**config.mk**
```make
export PLATFORM = sky130hd
export DESIGN_NAME = ising_flip_decide
export DESIGN_NICKNAME = d
export VERILOG_FILES = /design/src/rtl/core/ising_pkg.sv /design/src/rtl/core/ising_flip_decide.sv
export SDC_FILE = /design/constraint.sdc
export NUM_CORES = 1
export LEC_CHECK = 0
export BUFFER_PORTS_ARGS = -buffer_cell sky130_fd_sc_hd__buf_2
export CORE_ASPECT_RATIO = 1.5
export CORE_MARGIN = 2
export CORE_UTILIZATION = 43
export DETAILED_ROUTE_END_ITERATION = 8
export GPL_TIMING_DRIVEN = 0
export PLACE_DENSITY = 0.81
export SLEW_MARGIN = 10
export SYNTH_ARGS = -nofsm -noshare
export SYNTH_HDL_FRONTEND = slang
export SYNTH_SLANG_ARGS = --single-unit
```
**constraint.sdc**
```tcl
create_clock -name vclk -period 2.9
set_input_delay 0.145 -clock vclk [all_inputs]
set_output_delay 0.145 -clock vclk [all_outputs]
set_load 0.1 [all_outputs]
```
**src/rtl/core/ising_pkg.sv**
```systemverilog
// ----------------------------------------------------------------------------
// ising_pkg
// Shared constants, types and helpers of the Ising Metropolis lattice block.
// ----------------------------------------------------------------------------
`default_nettype none

package ising_pkg;

  localparam int LATTICE_SIDE = 128;
  localparam int ROW_W        = $clog2(LATTICE_SIDE);
  localparam int SITE_COUNT   = LATTICE_SIDE * LATTICE_SIDE;

  localparam int COORD_W  = 7;
  localparam int DRAW_W   = 16;
  localparam int THR_W    = 17;
  localparam int DE_W     = 5;
  localparam int MAG_W    = 16;
  localparam int ENERGY_W = 17;

  localparam int IN_TDATA_W  = 32;
  localparam int OUT_TDATA_W = 40;

  localparam logic [THR_W-1:0]    THR_FOUR_RST  = THR_W'(1200);
  localparam logic [THR_W-1:0]    THR_EIGHT_RST = THR_W'(22);
  localparam logic [MAG_W-1:0]    MAG_RST       = MAG_W'(SITE_COUNT);
  localparam logic [ENERGY_W-1:0] ENERGY_RST    = ENERGY_W'(-2 * SITE_COUNT);

  // configuration register indexes
  typedef enum logic [0:0] {
    REG_THR_FOUR  = 1'b0,
    REG_THR_EIGHT = 1'b1
  } cfg_reg_t;

  // item kinds carried in tuser
  typedef enum logic [0:0] {
    FUNC_UPDATE = 1'b0,
    FUNC_LOAD   = 1'b1
  } func_t;

  typedef struct packed {
    logic up;
    logic dn;
    logic lf;
    logic rt;
  } nbr_t;

  typedef struct packed {
    logic                   change;
    logic signed [DE_W-1:0] de;
  } decision_t;

  function automatic logic [ROW_W-1:0] wrap_inc(input logic [ROW_W-1:0] k);
    return (k == ROW_W'(LATTICE_SIDE - 1)) ? '0 : k + ROW_W'(1);
  endfunction

  function automatic logic [ROW_W-1:0] wrap_dec(input logic [ROW_W-1:0] k);
    return (k == '0) ? ROW_W'(LATTICE_SIDE - 1) : k - ROW_W'(1);
  endfunction

endpackage

`default_nettype wire

```
**src/rtl/core/ising_flip_decide.sv**
```systemverilog
// ----------------------------------------------------------------------------
// ising_flip_decide
// Energy change of one site and the Metropolis accept / load decision.
// ----------------------------------------------------------------------------
`default_nettype none

module ising_flip_decide (
  input  wire logic                            spin_self,
  input  wire ising_pkg::nbr_t                 nbr,
  input  wire ising_pkg::func_t                func,
  input  wire logic                            load_spin,
  input  wire logic [ising_pkg::DRAW_W-1:0]    draw,
  input  wire logic [ising_pkg::THR_W-1:0]     thr_four,
  input  wire logic [ising_pkg::THR_W-1:0]     thr_eight,
  output ising_pkg::decision_t                 dec
);
  import ising_pkg::*;

  logic [2:0]             up_count;
  logic signed [DE_W-1:0] around2;
  logic signed [DE_W-1:0] de;
  logic [THR_W-1:0]       draw_ext;
  logic                   change;

  // number of +1 neighbours, 0..4
  assign up_count = 3'(nbr.up) + 3'(nbr.dn) + 3'(nbr.lf) + 3'(nbr.rt);

  // 2 * neighbour sum = 4*n - 8
  assign around2 = $signed({up_count, 2'b00}) - DE_W'(8);
  assign de      = spin_self ? around2 : -around2;

  assign draw_ext = {1'b0, draw};

  always_comb begin
    priority if (func == FUNC_LOAD) begin
      change = (spin_self != load_spin);
    end else if (de <= $signed(DE_W'(0))) begin
      change = 1'b1;
    end else if (de == $signed(DE_W'(4))) begin
      change = (draw_ext < thr_four);
    end else if (de == $signed(DE_W'(8))) begin
      change = (draw_ext < thr_eight);
    end else begin
      change = 1'b0;
    end
  end

  assign dec.change = change;
  assign dec.de     = de;

endmodule

`default_nettype wire

```
======== After elaboration in Yosys (flattened, before gate mapping) ========
Cells that the tools add are included.
word-level totals
  register bits ........................... 0
  bits in latches ......................... 0
  memory bits (writable) .................. 0
  bits in read-only memories .............. 0
  bits of input ports ..................... 57
  output and inout port bits .............. 6
  memories ................................ 0
cells by class
  add/subtract/negate cells ............... 5
  $mul .................................... 0
  divide/modulo/power cells ............... 0
  $lt $le $gt $ge ......................... 3
  equality and inequality tests ........... 3
  shifts and indexed selects .............. 0
  muxes and demuxes ....................... 5
  bitwise gates (word level) .............. 0
  reductions and logical operators ........ 0
operators with widths
  kind                                                             number
  less-than comparator 16 x 17 -> 1 bit                            2
  equality test 5 x 4 -> 1 bit (second input constant)             1
  equality test 5 bit (second input constant)                      1
  less-or-equal comparator 5 x 1 -> 1 bit (second input constant)  1
  two-way mux 5 bit                                                1
  negation 5 bit                                                   1
  subtractor 5 bit (second input constant)                         1
  two-way mux 1 bit                                                4
  adder 2 x 1 -> 3 bit                                             1
  adder 3 x 1 -> 3 bit                                             1
  adder 1 x 1 -> 2 bit                                             1
  inequality test 1 bit                                            1

======== Longest topological paths before layout ========
Gate-level depths: netlist of the first run.
  word-level depth ........................ 11
  mapped depth ............................ 10
  depth with buffers taken out ............ 9

======== Worst setup path before layout of the first run ========
No wires, ideal clock.
  path type ............................... input to output
  start point ............................. input port nbr[0] (netlist name)
  end point ............................... output port dec[5] (netlist name)
  data arrival time ....................... 4.222 ns
  required time ........................... 2.755 ns
  path slack .............................. -1.467 ns
  stages .................................. 8
  buffers on the path ..................... 1
  cells stage by stage .................... fa_1 ha_1 fa_1 mux2i_1 nor2_1 nor3_1 a32oi_1 buf_4
RTL lines
  element          line                     RTL
  start, declared  ising_flip_decide.sv:9   input wire ising_pkg::nbr_t nbr,
  end, declared    ising_flip_decide.sv:15  output ising_pkg::decision_t dec

======== Final worst setup path of the first run ========
  start point ............................. input port nbr[3] (netlist name)
  end point ............................... output port dec[5] (netlist name)
on the way
  longest elaborated chain between the ends .. 11
ends and longest elaborated chain
  element                   line                     RTL
  adder 1 x 1 -> 2 bit (*)  ising_flip_decide.sv:26  assign up_count = 3'(nbr.up) + 3'(nbr.dn) + 3'(nbr.lf) + 3'(nbr.rt);
  adder 2 x 1 -> 3 bit (*)  ising_flip_decide.sv:26
  adder 3 x 1 -> 3 bit (*)  ising_flip_decide.sv:26
  subtractor 5 bit (*)      ising_flip_decide.sv:29  assign around2 = $signed({up_count, 2'b00}) - DE_W'(8);
  negation 5 bit            ising_flip_decide.sv:30  assign de = spin_self ? around2 : -around2;
  two-way mux 5 bit (*)     ising_flip_decide.sv:30
  equality test 5 bit       ising_flip_decide.sv:41  end else if (de == $signed(DE_W'(8))) begin
  two-way mux 1 bit         ising_flip_decide.sv:41
  two-way mux 1 bit         ising_flip_decide.sv:39  end else if (de == $signed(DE_W'(4))) begin
  two-way mux 1 bit (*)     ising_flip_decide.sv:37  end else if (de <= $signed(DE_W'(0))) begin
  two-way mux 1 bit (*)     ising_flip_decide.sv:35  priority if (func == FUNC_LOAD) begin
Every way passes the cells marked *; elsewhere a longest branch is shown, timed or not.

==> key figures, run 1 <==
Power
  • Overall power: 372 uW
  • Total leakage power: 0.868 nW
  • Maximum vdd drop: 0.000219 V
  • Power per cell area: 268 nW/um^2

STA
  • Final hold vios: 0
  • Post-route worst setup slack: 7.11 ps
  • Max-slew violation count: 0
  • Fmax: 346 MHz
  • Hold_ws: 725 ps
  • Tmin final: 2890 ps
  • Final period utilization: 0.998
  • RSZ-0062 raised after global routing: yes
  • Final Setup Violations: 0

Detailed routing
  • Via count: 1,124
  • # DRC: 0
  • Avg Vias per Cell: 5.33
  • DRT Pass-1 Iters: 4
  • Total routed wirelength: 2500 microns
  • Post-route ant nets: 0
  • Wire per inst: 11.8 microns
  • Drt initial violations: 9

Floorplanning
  • Die area: 2670 sq um
  • Initial Util: 0.447
  • Number of I/O pins: 63
  • Total core area: 2180 sq um
  • Width of the die: 42.9 microns
  • Core Rows: 21
  • Die Y-Extent: 62.3 microns

Layout
  • Post-route insts no fill: 211
  • # diodes: 0
  • Synth-to-Final Area Change: 42.2%
  • Share of layout cells above drive strength 1: 0.404
  • Seq_cells: 0
  • Register area: 0 sq um
  • Post-layout net count: 281
  • Layout Utilization: 0.636
  • Layout fillers: 196
  • Clock buffers: 0

Global route
  • Largest net degree at the start of global routing: 8
  • First-pass GRT wire length: 4140 microns
  • Vias in the first global route: 1,094
  • Initial antenna violation count: 0
  • GR Util All Layers: 0.187
  • Gr ovfl total: 0

Placement
  • IO buf count: 60
  • Routability Congestion: 0.817
  • Dpl ws: -350 ps
  • Placed wire-length estimate: 2250 microns
  • Placed Cells: 210

Synth
  • Avg Inst Size Synth: 7.74 sq um
  • Synth cell types: 33
  • Syn Inst Count: 126
  • Register area share after synthesis: 0
  • Post-synthesis cell area: 975 sq um
  • Yosys synthesis warning count: 0

Worst hold path
  • HP Class: in2out
  • Hold depth: 4

Critical path
  • Critical Path Source Type: input port
  • Setup CP Type: in2out
  • Worst path slowest cell: fa_2
  • Critical path's largest stage delay: 610 ps
  • Worst-path maximum fanout: 5
  • CP Capture Type: output pin
  • CP Cell Sequence: buf_6 -> fa_1 -> ha_4 -> fa_2 -> nor3b_4 -> o221ai_2 -> a221o_1 -> a32oi_1 -> buf_4 -> buf_12
  • Worst Path Arrival: 2750 ps
  • WP data required: 2760 ps

Status
  • Status: finished clean

Run
  • Maxcap violations: 0
==> what timing repair did <==
action | 4_1_cts | 5_1_grt
endpoints found under the setup margin | 1 | 1
pin swaps | 1 | 4
buffers inserted | 0 | 1
resized for setup | 6 | 4
hold buffers | 0 | 0
==> placed cells by master, fill, tap and decap left out, types with 2 or more instances in the layout <==
master / count
ha_1: 31
a211oi_1: 2
a21oi_1: 8
a21o_1: 6
buf_4: 5
a21oi_2: 2
o21ai_0: 3
conb_1: 2
nand2_1: 4
inv_1: 32
and4_1: 3
o211ai_1: 2
nor2_1: 2
buf_2: 58
nand3_1: 2
and4b_1: 2
nand2b_1: 2
==> final timing paths <==
check    from  endpoint
min      func    dec[5]
max    nbr[3]    dec[5]
==> per-layer routing <==
metal	GRT usage	vias to the layer above	routed length [microns]
li1	-	566	-
met1	0.182	524	890
met2	0.409	32	1470
met3	0.00872	2	114
met4	0.0117	0	19
met5	0	-	0
==> Yosys cell counts <==
cell type,number,area (sq um)
nand3_1,2,10.0
a21oi_2,2,17.5
o21ai_0,3,15.0
nand2b_1,2,12.5
nor3b_2,1,12.5
a221o_1,1,10.0
nor3b_1,1,7.51
a31oi_1,1,6.26
and3_1,1,6.26
ha_1,32,400
fa_1,2,40.0
and4b_1,2,20.0
nand2_1,4,15.0
a21o_1,6,45.0
xnor2_1,1,8.76
conb_1,1,3.75
a211o_1,1,8.76
a21o_2,1,8.76
and3b_1,1,8.76
a211oi_1,2,15.0
o221ai_1,1,8.76
o32ai_1,1,8.76
nor3_1,2,10.0
o211ai_1,2,15.0
nor2_1,2,7.51
inv_1,32,120
a32oi_1,1,8.76
mux2i_1,1,10.0
and4_1,3,26.3
mux2_2,1,11.3
buf_4,4,30.0
a21oi_1,8,40.0
nand4_1,1,6.26
==> stage by stage <==
stage	TNS, ps	cell area (sq um)
after floorplan	-119	1000
after global placement	-275	1330
after detailed placement	-350	1330
after CTS	0	1360
after global routing	-76.3	1390
final	0	1390
==> kinds of logic after synthesis <==
logic type / after synthesis / synth area share
other cells: 1 / 0.00385
xor+xnor: 1 / 0.00899
mux: 2 / 0.0218
compound gates: 30 / 0.213
simple gates: 22 / 0.146
buf+inv: 36 / 0.154
fa+ha+maj: 34 / 0.452
==> final cells by class <==
type | instances | area, sq um | share of cell area
plain buffers | 4 | 30.0 | 0.0217
inverters | 32 | 120 | 0.0866
multi-input cells | 91 | 878 | 0.634
well taps | 23 | 28.8 | 0.0208
repair buffers | 61 | 329 | 0.237
==> power by group <==
group          switching, mW  internal [mW]
sequential                 0              0
combinational          0.223          0.148
clock                      0              0
total                  0.223          0.148
==> worst max-delay path, delay by kind of cell <==
family / cells / cell delay [ps]
buffers and inverters: 3 / 400
adder cells (fa/ha/maj): 3 / 1420
AND/OR/NAND/NOR: 1 / 210
AO/OA/AOI/OAI: 3 / 570
Note: power is estimated with default switching activity, not from simulation.
==> inputs of run 2 (changes only) <==
Settings changed: CELL_PAD_IN_SITES_DETAIL_PLACEMENT set to 1, CELL_PAD_IN_SITES_GLOBAL_PLACEMENT set to 1, CORE_UTILIZATION 43 to 30, PLACE_DENSITY 0.81 to not set, PLACE_DENSITY_LB_ADDON set to 0.1, RECOVER_POWER set to 50.
==> run 2 against run 1 <==
Core utilization fell by 19 points. Setup slack improved by 11 ps. Combinational power barely moved. First-iteration DRC count fell by 33%. Critical path type unchanged. Critical endpoint unchanged. Largest power group unchanged.
==> key figures, run 2 (same netlist as run 1, synthesis figures left out) <==
Critical path
  • Instance count on the critical path: 10
  • Worst Path Arrival: 2740 ps
  • Critical path's largest stage delay: 610 ps
  • Critical Path Source Type: input port
  • Buffers and inverters on the worst path: 3
  • Delay-heaviest family, CP: adder cells
  • Worst path slowest cell: fa_2
  • WP data required: 2760 ps
  • CP Capture Type: output pin
  • CP Cell Sequence: buf_6 -> fa_1 -> ha_4 -> fa_2 -> nor3b_4 -> o221ai_2 -> a221o_1 -> a32oi_1 -> buf_4 -> buf_12
  • Setup CP Type: in2out
  • Worst-path maximum fanout: 5

Detailed routing
  • # DRC: 0
  • Via count: 1,093
  • Post-route ant nets: 0
  • Drt initial violations: 6
  • Avg Vias per Cell: 4.79
  • Wire per inst: 12.3 microns
  • Total routed wirelength: 2800 microns
  • DRT Pass-1 Iters: 4

Layout
  • Cell area after layout: 1410 sq um
  • Layout fillers: 418
  • Register area: 0 sq um
  • # diodes: 0
  • Area of the multi-input gates: 878 sq um
  • Most common cell after layout, fill and taps aside: buf_2
  • Post-route insts no fill: 228
  • Post-layout net count: 281
  • Clock buffers: 0
  • Seq_cells: 0
  • Share of layout cells above drive strength 1: 0.404
  • Synth-to-Final Area Change: 44.4%
  • Most frequent cells in the layout: buf_2, inv_1, ha_1

Power
  • Pint: 149 uW
  • Reg power frac: 0
  • Sw Ratio: 0.598
  • Maximum vdd drop: 0.000251 V
  • Total leakage power: 0.868 nW
  • Power per cell area: 263 nW/um^2
  • P_sw: 221 uW
  • Combinational share of power: 1.000
  • Clock group share of total power: 0

Worst hold path
  • WHS Endpoint: dec[5]
  • Hold Startpoint: func
  • HP Class: in2out
  • Hold depth: 4

Placement
  • Placed cell area: 1350 sq um
  • Routability Congestion: 0.766
  • Placed wire-length estimate: 2660 microns
  • IO buf count: 60
  • Dpl ws: -335 ps
  • Placed Cells: 227

STA
  • Hold_ws: 736 ps
  • Post-route setup TNS: 0 ps
  • Tmin final: 2880 ps
  • Final hold vios: 0
  • RSZ-0062 raised after global routing: yes
  • Final Setup Violations: 0
  • Final period utilization: 0.994
  • Post-route worst setup slack: 18.1 ps
  • Max-slew violation count: 0
  • Fmax: 347 MHz

Floorplanning
  • Core Rows: 25
  • Number of I/O pins: 63
  • Initial Util: 0.312
  • Die area: 3730 sq um
  • Die Y-Extent: 73.8 microns
  • Width of the die: 50.5 microns
  • Total core area: 3130 sq um

Global route
  • GR Util All Layers: 0.151
  • Largest net degree at the start of global routing: 8
  • Gr ovfl total: 0
  • Vias in the first global route: 1,150
  • First-pass GRT wire length: 4510 microns
  • Initial antenna violation count: 0

Clocking
  • CTS Hold Bufs: 0

Run
  • Maxcap violations: 0

Status
  • Status: finished clean
## run 2: cell counts in the layout (fill, tap and decap cells not counted)
No cell type changed its count.
## run 2: power by group through the flow
stage / logic, mW / clock network, mW / registers (mW)
after floorplan: 0.253 / 0 / 0
after CTS: 0.355 / 0 / 0
after detailed placement: 0.339 / 0 / 0
after global placement: 0.328 / 0 / 0
after global routing: 0.403 / 0 / 0
final: 0.370 / 0 / 0
## run 2: worst max-delay path by stage
stage               endpoint    from
floorplan             dec[5]  nbr[0]
global placement      dec[5]  nbr[0]
detailed placement    dec[5]  nbr[0]
CTS                   dec[5]  nbr[0]
global route          dec[5]  nbr[3]
finish                dec[5]  nbr[3]
## run 2: per-layer routing
layer  track usage  part of all wire  vias to the layer above
li1              -                 -                      565
met1         0.137              0.33                      503
met2         0.357              0.63                       25
met3       0.00813             0.038                        0
met4             0                 0                        0
met5             0                 0                        -
## run 2: timing repair
item	in CTS	in global routing
gates resized for setup	6	4
cloned	0	0
setup buffers	0	1
pin swaps	2	6
endpoints found under the setup margin	1	1
## run 2: layout make-up
type               instances  area share
multi-input cells         91       0.624
repair buffers            61       0.234
inverters                 32      0.0853
well taps                 40      0.0356
plain buffers              4      0.0213
## run 2: worst min-delay path: cells and delay by family
kind / cells / cell delay, ps
compound gates: 1 / 60
buf+inv: 3 / 400
## run 2: through the flow
stage | total power, mW | utilization
floorplan | 0.253 | -
global placement | 0.328 | 0.433
detailed placement | 0.339 | 0.433
CTS | 0.355 | 0.440
global route | 0.403 | 0.450
finish | 0.370 | 0.450
